<file path="config.mk">
export PLATFORM = sky130hd
export DESIGN_NAME = flow_frame_parser_unit
export DESIGN_NICKNAME = d
export VERILOG_FILES = /design/src/design/ffp_pkg.sv /design/src/design/flow_frame_parser_unit.sv /design/src/design/ffp_in_stage.sv /design/src/design/ffp_parser.sv /design/src/design/ffp_out_stage.sv
export SDC_FILE = /design/constraint.sdc
export NUM_CORES = 1
export LEC_CHECK = 0
export BUFFER_PORTS_ARGS = -buffer_cell sky130_fd_sc_hd__buf_2
export CAP_MARGIN = 20
export CORE_MARGIN = 2
export CORE_UTILIZATION = 60
export CTS_CLUSTER_SIZE = 25
export DETAILED_ROUTE_END_ITERATION = 7
export PLACE_DENSITY = 0.83
export REMOVE_ABC_BUFFERS = 1
export SLEW_MARGIN = 20
export SYNTH_ARGS = -nofsm -noshare
export SYNTH_HDL_FRONTEND = slang
export SYNTH_HIERARCHICAL = 1
export SYNTH_SLANG_ARGS = --single-unit
</file>
<file path="constraint.sdc">
create_clock -name clk -period 7.7 [get_ports clk]
set_input_delay 1.54 -clock clk [delete_from_list [all_inputs] [get_ports clk]]
set_output_delay 1.54 -clock clk [all_outputs]
set_load 0.01 [all_outputs]
</file>
<file path="src/design/ffp_pkg.sv">
// shared constants and types of the flow frame parser
package ffp_pkg;

  localparam logic [7:0] HDR0_BYTE = 8'h55;
  localparam logic [7:0] HDR1_BYTE = 8'hAA;
  localparam logic [7:0] SEP_BYTE  = 8'h7C;
  localparam logic [7:0] CR_BYTE   = 8'h0D;
  localparam logic [7:0] LF_BYTE   = 8'h0A;

  typedef enum logic [10:0] {
    POS_HUNT = 11'b000_0000_0001,
    POS_HDR1 = 11'b000_0000_0010,
    POS_XLO  = 11'b000_0000_0100,
    POS_XHI  = 11'b000_0000_1000,
    POS_SEP1 = 11'b000_0001_0000,
    POS_YLO  = 11'b000_0010_0000,
    POS_YHI  = 11'b000_0100_0000,
    POS_SEP2 = 11'b000_1000_0000,
    POS_LAND = 11'b001_0000_0000,
    POS_CR   = 11'b010_0000_0000,
    POS_LF   = 11'b100_0000_0000
  } frame_pos_t;

  typedef struct packed {
    logic signed [15:0] flow_x;
    logic signed [15:0] flow_y;
    logic        [7:0]  land_code;
  } flow_result_t;

endpackage

</file>
<file path="src/design/flow_frame_parser_unit.sv">
// flow frame parser: byte stream in, one flow result per complete frame out
//
// input channel: in_valid / in_stall carry one received byte (in_rx_byte) per
// transfer. output channel: out_valid / out_stall carry out_flow_x, out_flow_y
// (signed, little endian from the frame) and out_land_code.
// a frame is 55 aa xl xh '|' yl yh '|' land cr lf; any bad header, separator or
// terminator byte drops back to hunting for 55. the lf byte produces the result.
// throughput: one byte per cycle unless in_stall holds an lf byte, set by the
// position update between the input register and the result register.
// order: a taken byte waits in the input register and is parsed from there; the
// result of an lf byte passes the input register and then the result register.
// stall: a waiting result holds in the output register while non-result bytes
// keep flowing; in_stall rises only when an lf byte finds the result still held.
// reset (rst_n low, synchronous) empties both registers and resumes the hunt.
module flow_frame_parser_unit
  import ffp_pkg::*;
(
  input  logic               clk,
  input  logic               rst_n,
  input  logic               in_valid,
  output logic               in_stall,
  input  logic [7:0]         in_rx_byte,
  output logic               out_valid,
  input  logic               out_stall,
  output logic signed [15:0] out_flow_x,
  output logic signed [15:0] out_flow_y,
  output logic [7:0]         out_land_code
);

  logic         byte_valid;
  logic [7:0]   byte_data;
  logic         frame_hit;
  logic         out_free;
  logic         step_en;
  flow_result_t result;

  // a byte steps unless its result has nowhere to go
  assign step_en = byte_valid && (!frame_hit || out_free);

  ffp_in_stage u_in (
    .clk        (clk),
    .rst_n      (rst_n),
    .in_valid   (in_valid),
    .in_rx_byte (in_rx_byte),
    .in_stall   (in_stall),
    .step_en    (step_en),
    .byte_valid (byte_valid),
    .byte_data  (byte_data)
  );

  ffp_parser u_parser (
    .clk       (clk),
    .rst_n     (rst_n),
    .step_en   (step_en),
    .byte_data (byte_data),
    .frame_hit (frame_hit),
    .result    (result)
  );

  ffp_out_stage u_out (
    .clk           (clk),
    .rst_n         (rst_n),
    .load          (step_en && frame_hit),
    .result        (result),
    .out_free      (out_free),
    .out_valid     (out_valid),
    .out_stall     (out_stall),
    .out_flow_x    (out_flow_x),
    .out_flow_y    (out_flow_y),
    .out_land_code (out_land_code)
  );

endmodule

</file>
<file path="src/design/ffp_in_stage.sv">
// input register for received bytes
module ffp_in_stage
  import ffp_pkg::*;
(
  input  logic       clk,
  input  logic       rst_n,
  input  logic       in_valid,
  input  logic [7:0] in_rx_byte,
  output logic       in_stall,
  input  logic       step_en,
  output logic       byte_valid,
  output logic [7:0] byte_data
);

  logic       valid_r;
  logic       valid_nxt;
  logic [7:0] byte_r;
  logic       take;

  assign in_stall  = valid_r && !step_en;
  assign take      = in_valid && !in_stall;

  always_comb begin
    valid_nxt = valid_r;
    if (take) begin
      valid_nxt = 1'b1;
    end else if (step_en) begin
      valid_nxt = 1'b0;
    end
  end

  always_ff @(posedge clk) begin
    if (!rst_n) begin
      valid_r <= 1'b0;
    end else begin
      valid_r <= valid_nxt;
    end
  end

  always_ff @(posedge clk) begin
    if (take) begin
      byte_r <= in_rx_byte;
    end
  end

  assign byte_valid = valid_r;
  assign byte_data  = byte_r;

endmodule

</file>
<file path="src/design/ffp_parser.sv">
// frame position tracking and payload capture
module ffp_parser
  import ffp_pkg::*;
(
  input  logic         clk,
  input  logic         rst_n,
  input  logic         step_en,
  input  logic [7:0]   byte_data,
  output logic         frame_hit,
  output flow_result_t result
);

  frame_pos_t pos_r;
  frame_pos_t pos_nxt;
  logic [7:0] xlo_r;
  logic [7:0] xhi_r;
  logic [7:0] ylo_r;
  logic [7:0] yhi_r;
  logic [7:0] land_r;

  always_comb begin
    pos_nxt = POS_HUNT;
    unique case (pos_r)
      POS_HUNT: pos_nxt = (byte_data == HDR0_BYTE) ? POS_HDR1 : POS_HUNT;
      POS_HDR1: pos_nxt = (byte_data == HDR1_BYTE) ? POS_XLO : POS_HUNT;
      POS_XLO:  pos_nxt = POS_XHI;
      POS_XHI:  pos_nxt = POS_SEP1;
      POS_SEP1: pos_nxt = (byte_data == SEP_BYTE) ? POS_YLO : POS_HUNT;
      POS_YLO:  pos_nxt = POS_YHI;
      POS_YHI:  pos_nxt = POS_SEP2;
      POS_SEP2: pos_nxt = (byte_data == SEP_BYTE) ? POS_LAND : POS_HUNT;
      POS_LAND: pos_nxt = POS_CR;
      POS_CR:   pos_nxt = (byte_data == CR_BYTE) ? POS_LF : POS_HUNT;
      POS_LF:   pos_nxt = POS_HUNT;
      default:  pos_nxt = POS_HUNT;
    endcase
  end

  always_ff @(posedge clk) begin
    if (!rst_n) begin
      pos_r <= POS_HUNT;
    end else if (step_en) begin
      pos_r <= pos_nxt;
    end
  end

  always_ff @(posedge clk) begin
    if (step_en) begin
      if (pos_r == POS_XLO) begin
        xlo_r <= byte_data;
      end
      if (pos_r == POS_XHI) begin
        xhi_r <= byte_data;
      end
      if (pos_r == POS_YLO) begin
        ylo_r <= byte_data;
      end
      if (pos_r == POS_YHI) begin
        yhi_r <= byte_data;
      end
      if (pos_r == POS_LAND) begin
        land_r <= byte_data;
      end
    end
  end

  // the lf byte itself closes the frame
  assign frame_hit        = (pos_r == POS_LF) && (byte_data == LF_BYTE);
  assign result.flow_x    = {xhi_r, xlo_r};
  assign result.flow_y    = {yhi_r, ylo_r};
  assign result.land_code = land_r;

endmodule

</file>
<file path="src/design/ffp_out_stage.sv">
// result register toward the receiver
module ffp_out_stage
  import ffp_pkg::*;
(
  input  logic               clk,
  input  logic               rst_n,
  input  logic               load,
  input  flow_result_t       result,
  output logic               out_free,
  output logic               out_valid,
  input  logic               out_stall,
  output logic signed [15:0] out_flow_x,
  output logic signed [15:0] out_flow_y,
  output logic [7:0]         out_land_code
);

  logic         valid_r;
  logic         valid_nxt;
  flow_result_t data_r;

  assign out_free = !valid_r || !out_stall;

  always_comb begin
    valid_nxt = valid_r;
    if (load) begin
      valid_nxt = 1'b1;
    end else if (!out_stall) begin
      valid_nxt = 1'b0;
    end
  end

  always_ff @(posedge clk) begin
    if (!rst_n) begin
      valid_r <= 1'b0;
    end else begin
      valid_r <= valid_nxt;
    end
  end

  always_ff @(posedge clk) begin
    if (load) begin
      data_r <= result;
    end
  end

  assign out_valid     = valid_r;
  assign out_flow_x    = data_r.flow_x;
  assign out_flow_y    = data_r.flow_y;
  assign out_land_code = data_r.land_code;

endmodule

</file>
Word level (Yosys, flattened, before mapping). Index checks and enable logic that the tools add are counted.

Logic and storage cells: 57. Bits in registers: 101.

Multiplexer cells: 10. Reduce and logical (&&, ||, !) cells: 18. Eq/ne operators: 17.

Operators by type and width (number): $pmux 11 s10 (1); $eq 8x4->1 const B (2); $eq 8x7->1 const B (2); $eq 11x1->1 const B (1); $eq 11x10->1 const B (1); $eq 11x11->1 const B (1); $eq 11x2->1 const B (1); $eq 11x3->1 const B (1); $eq 11x4->1 const B (1); $eq 11x5->1 const B (1); $eq 11x6->1 const B (1); $eq 11x7->1 const B (1); $eq 11x8->1 const B (1); $eq 11x9->1 const B (1); $mux 11 (1); $reduce_and 2->1 (5); $mux 9 (1); $eq 8x8->1 const B (1); $mux 6 (1); $logic_and 1x1->1 (5); $logic_not 1->1 (5); $mux 1 (4); $mux 3 (1); $logic_or 1x1->1 (2); other kinds (3) (3).

Logic depth before layout (Yosys ltp).
Depth after elaboration: 10. Gate-level depth with buffers: 9. Gate-level depth less buffers: 7.

By module. The synthesis kept the hierarchy.

By module, submodules not included: ffp_parser (cells each 151, seq. area each 1421.4 µm², times used 1, area an instance 2078.2 µm²); ffp_out_stage (cells each 44, seq. area each 1221.2 µm², times used 1, area an instance 1236.2 µm²); ffp_in_stage (cells each 12, seq. area each 260.2 µm², times used 1, area an instance 287.8 µm²); flow_frame_parser_unit (cells each 3, seq. area each 0.0 µm², times used 1, area an instance 18.8 µm²).

Least setup slack after synthesis. OpenSTA, ideal clock, no wires.

Path type: input-to-output. Start: input out_stall. End: output in_stall. Path buffers: 0. Data arrival time: 2002 ps. Setup slack: 4158 ps. Stages on the path: 4. Cell sequence: nand2_1 -> inv_1 -> a21boi_1 -> nor2b_4.

Cells in the longest elaborated chain, start to end: 6.

Ends and longest elaborated chain: from (decl) (RTL line flow_frame_parser_unit.sv:24) `input logic out_stall,`; $logic_not 1->1 (RTL line ffp_out_stage.sv:21) `assign out_free = !valid_r || !out_stall;`; $logic_or 1x1->1 (RTL line ffp_out_stage.sv:21); $logic_or 1x1->1 (RTL line flow_frame_parser_unit.sv:38) `assign step_en = byte_valid && (!frame_hit || out_free);`; $logic_and 1x1->1 (RTL line flow_frame_parser_unit.sv:38); net step_en (RTL line flow_frame_parser_unit.sv:34) `logic step_en;`; $logic_not 1->1 (RTL line ffp_in_stage.sv:20) `assign in_stall = valid_r && !step_en;`; $logic_and 1x1->1 (RTL line ffp_in_stage.sv:20); to (decl) (RTL line flow_frame_parser_unit.sv:21) `output logic in_stall,`.

The timed path passes the listed nets, and every way through them passes these cells.

Worst setup path after layout.
Start: input out_stall. End: output in_stall.

Cells in the longest elaborated chain, start to end: 6.

Ends and longest elaborated chain: $logic_not 1->1 (RTL line ffp_out_stage.sv:21); $logic_or 1x1->1 (RTL line ffp_out_stage.sv:21); net out_free (RTL line flow_frame_parser_unit.sv:33) `logic out_free;`; $logic_or 1x1->1 (RTL line flow_frame_parser_unit.sv:38); $logic_and 1x1->1 (RTL line flow_frame_parser_unit.sv:38); net step_en (RTL line flow_frame_parser_unit.sv:34); $logic_not 1->1 (RTL line ffp_in_stage.sv:20); $logic_and 1x1->1 (RTL line ffp_in_stage.sv:20).

The timed path passes the listed nets, and every way through them passes these cells.

==> metrics.md <==
| Metric | Value |
|---|---|
| Fmax | `252 MHz` |
| Multi-input logic area | `683 sq um` |
| Synthesized cell area | `3620 sq um` |
| Initial antenna violation count | `0` |
| Critical-path top delay cell | `buf_4` |
| CP max FO | `22` |
| Die Width | `81.7 microns` |
| R2r worst-path depth | `4` |
| Synth warnings | `6` |
| Synth top cells by count | `edfxtp_1 (88), dfxtp_1 (13), nor2b_1 (12)` |
| Initial DRC Count | `299` |
| Top Ports | `54` |
| Die area | `6670 sq um` |
| Clock Latency Late Sink | `360 ps` |
| Core Box Area | `5890 sq um` |
| Vias in the first global route | `1,879` |
| Area delta synth->final | `16.3%` |
| Vias per cell | `5.85` |
| Most common cell on crit path | `buf_2` |
| Count leader, synth | `edfxtp_1` |
| Synth top area share | `73.0%` |
| Finished Core Util | `71.6%` |
| Crit path capture | `in_stall` |
| Crit path time final | `3970 ps` |
| Post-synthesis cell type count | `44` |
| Post-layout nets | `281` |
| Arr. time, crit path | `2430 ps` |
| TritonRoute pass-1 iters | `4` |
| Root buf cell | `clkbuf_8` |
| Endpoint type of the worst setup path | `primary output` |
| Leak | `1.46 nW` |
| Total Neg Setup Slack | `0 ps` |
| Total power | `0.00102 W` |
| RSZ-0062 raised after global routing | `no` |
| Worst-path clk slew | `100 ps` |
| Syn Area/Cell | `17.2 sq um` |
| Slew @ Worst Pin | `929 ps` |
| Async SR Flop Fraction | `0%` |
| Terminus of the critical flop-to-flop path | `u_out/out_flow_y[10]$_DFFE_PP_` |
| Post-synth EDFFs | `88` |
| Largest stage delay on the critical path | `290 ps` |
| Clk buf depth | `2` |
| Final setup fails | `0` |
| Startpoint Class | `input port` |
| Worst EP required | `6160 ps` |
| Post-CTS setup buffers | `0` |
| TritonCTS clock tree | `yes` |
| R2r setup slk | `5000 ps` |
| Synth Register Bits | `101` |
| Relative slew slack | `38.1%` |
| Ranking of synthesized cells by area | `edfxtp_1 (73%), dfxtp_1 (7.2%), nor2b_1 (2.1%)` |
| GRT Util Overall | `22.7%` |
| Largest area contributor in the netlist | `edfxtp_1` |
| N_diodes | `0` |
| GR Overflow Total | `0` |
| Ratio of cells with drive above 1 in the final layout | `29.2%` |
| Initial core utilization | `61.5%` |
| Storage element area | `2900 sq um` |
| Row count | `28` |
| Pins Over Slew Limit | `0` |
| PortBufs | `53` |
| Crit-path leading delay family | `buffers and inverters` |
| H-tree depth | `3` |
| Critical Path Stages | `7` |
| Routed wire length | `7.01 mm` |
| Outcome | `finished clean` |
| Global-route wire length before repair | `10.6 mm` |
| DP HPWL | `4.18 mm` |
| Largest net degree at the start of global routing | `42` |
| DR vias | `2,042` |
| DR WL/cell | `20.1 microns` |
| Crit-path cells | `buf_2 -> nand2_1 -> inv_1 -> a21boi_1 -> buf_4 -> nor2b_4 -> buf_2` |
| Worst r2r src | `u_in/byte_data[3]$_DFFE_PP_` |
| Cell Pwr Density | `241 nW/um^2` |
| Final hold violation count | `0` |
| Most used flip-flop cell after synthesis | `edfxtp_1` |
| Sinks on the clock net | `101` |
| Total CTS buffers | `9` |
| HP Class | `flop to flop` |
| Critical Path Start | `out_stall` |
| Resize count post-CTS | `0` |
| Setup Crit Path Kind | `input port to primary output` |
| DRC Markers | `0` |
| CTS Hold Buffers Added | `0` |
| GP Congestion | `0.821` |
| Post-route ant nets | `0` |
| Clock skew | `12.8 ps` |
| Chip Height | `81.7 microns` |
| Post-Syn Instances | `210` |
| Crit share post-route | `51.5%` |
| Fillers | `344` |
| Bufs and invs on worst path | `4` |
| Register area share after synthesis | `80.2%` |
| Maximum vdd ir drop | `0.162 mV` |
| Max Cap Viol | `0` |
[cells in the final DEF, fill, tap and decap left out, types with 3 or more instances in the layout]
| master | Yosys | routed |
|---|---|---|
| a21boi_0 | 3 | 3 |
| buf_2 | 5 | 53 |
| bufinv_16 | 0 | 3 |
| clkbuf_8 | 0 | 9 |
| dfxtp_1 | 13 | 13 |
| edfxtp_1 | 88 | 88 |
| nand2_1 | 8 | 8 |
| nand2b_1 | 4 | 4 |
| nand3_1 | 7 | 7 |
| nand4_1 | 4 | 4 |
| nor2_1 | 9 | 9 |
| nor2b_1 | 12 | 12 |
| nor3_1 | 5 | 4 |
| o21a_1 | 7 | 7 |
| o21ai_0 | 3 | 3 |
[sequential cells by signal, summed over array words and instances, names as in the netlist]
register and cells:
u_out/out_flow_y 16, u_out/out_flow_x 16, u_parser/yhi_r 8, u_out/out_valid 1, u_parser/ylo_r 8, u_in/byte_data 8, u_out/out_land_code 8, u_parser/pos_r 11
u_parser/xhi_r 8, u_parser/xlo_r 8, u_parser/land_r 8, u_in/byte_valid 1
[per-stage QoR]
stage	hold slack (ps)	std cells	setup slack, ps	area [sq um]
floorplan	400	203	3560	3590
global placement	402	333	3820	3960
detailed placement	405	333	3800	3960
CTS	416	349	3740	4210
global route	437	349	3530	4210
finish	418	349	3730	4210
[how the worst min path moves through the flow]
stage | startpoint | to | slack (ps) | cells past startpoint
3_3_place_gp | u_parser/xhi_r[3]$_DFFE_PP_ | u_out/out_flow_x[11]$_DFFE_PP_ | 400 | 0
2_1_floorplan | u_parser/xlo_r[0]$_DFFE_PP_ | u_out/out_flow_x[0]$_DFFE_PP_ | 400 | 0
3_5_place_dp | u_parser/xhi_r[7]$_DFFE_PP_ | u_out/out_flow_x[15]$_DFFE_PP_ | 400 | 0
6_report | u_parser/land_r[3]$_DFFE_PP_ | u_out/out_land_code[3]$_DFFE_PP_ | 420 | 0
4_1_cts | u_parser/land_r[3]$_DFFE_PP_ | u_out/out_land_code[3]$_DFFE_PP_ | 420 | 0
5_1_grt | u_parser/xlo_r[2]$_DFFE_PP_ | u_out/out_flow_x[2]$_DFFE_PP_ | 440 | 0
[layout make-up]
type	instances	area share, %
clock buffers	10	3.03
clock inverters	6	2.79
inverters	2	0.178
multi-input cells	100	16.2
flip-flops and latches	101	68.9
well taps	75	2.23
repair buffers	55	6.65
[worst reg2reg max path: stages, from the launching register on]
cell      delay [ps]
edfxtp_1         580
nor4bb_1         450
nand2_1          130
nor3_1           290
and3_2           850
[cell families after synthesis]
group           Yosys count  share of synthesized area, %
xor+xnor                  3                         0.726
buf+inv                   9                          1.11
simple gates             73                          13.3
flops                   101                          80.2
compound gates           24                          4.73
[per-layer routing]
metal / track usage, % / up-vias / wire [microns]
li1: - / 929 / -
met1: 31.9 / 1002 / 2870
met2: 36.5 / 100 / 3550
met3: 4.95 / 11 / 499
met4: 6.00 / 0 / 93
met5: 0 / - / 0
[where the power goes]
| part | internal [W] | switching, W | leakage, nW |
|---|---|---|---|
| Sequential | 0.000594 | 0.00000696 | 0.901 |
| Combinational | 0.00000606 | 0.00000801 | 0.441 |
| Clock | 0.000220 | 0.000182 | 0.119 |
| Total | 0.000819 | 0.000197 | 1.46 |
Power figures use the tool's default switching activity.
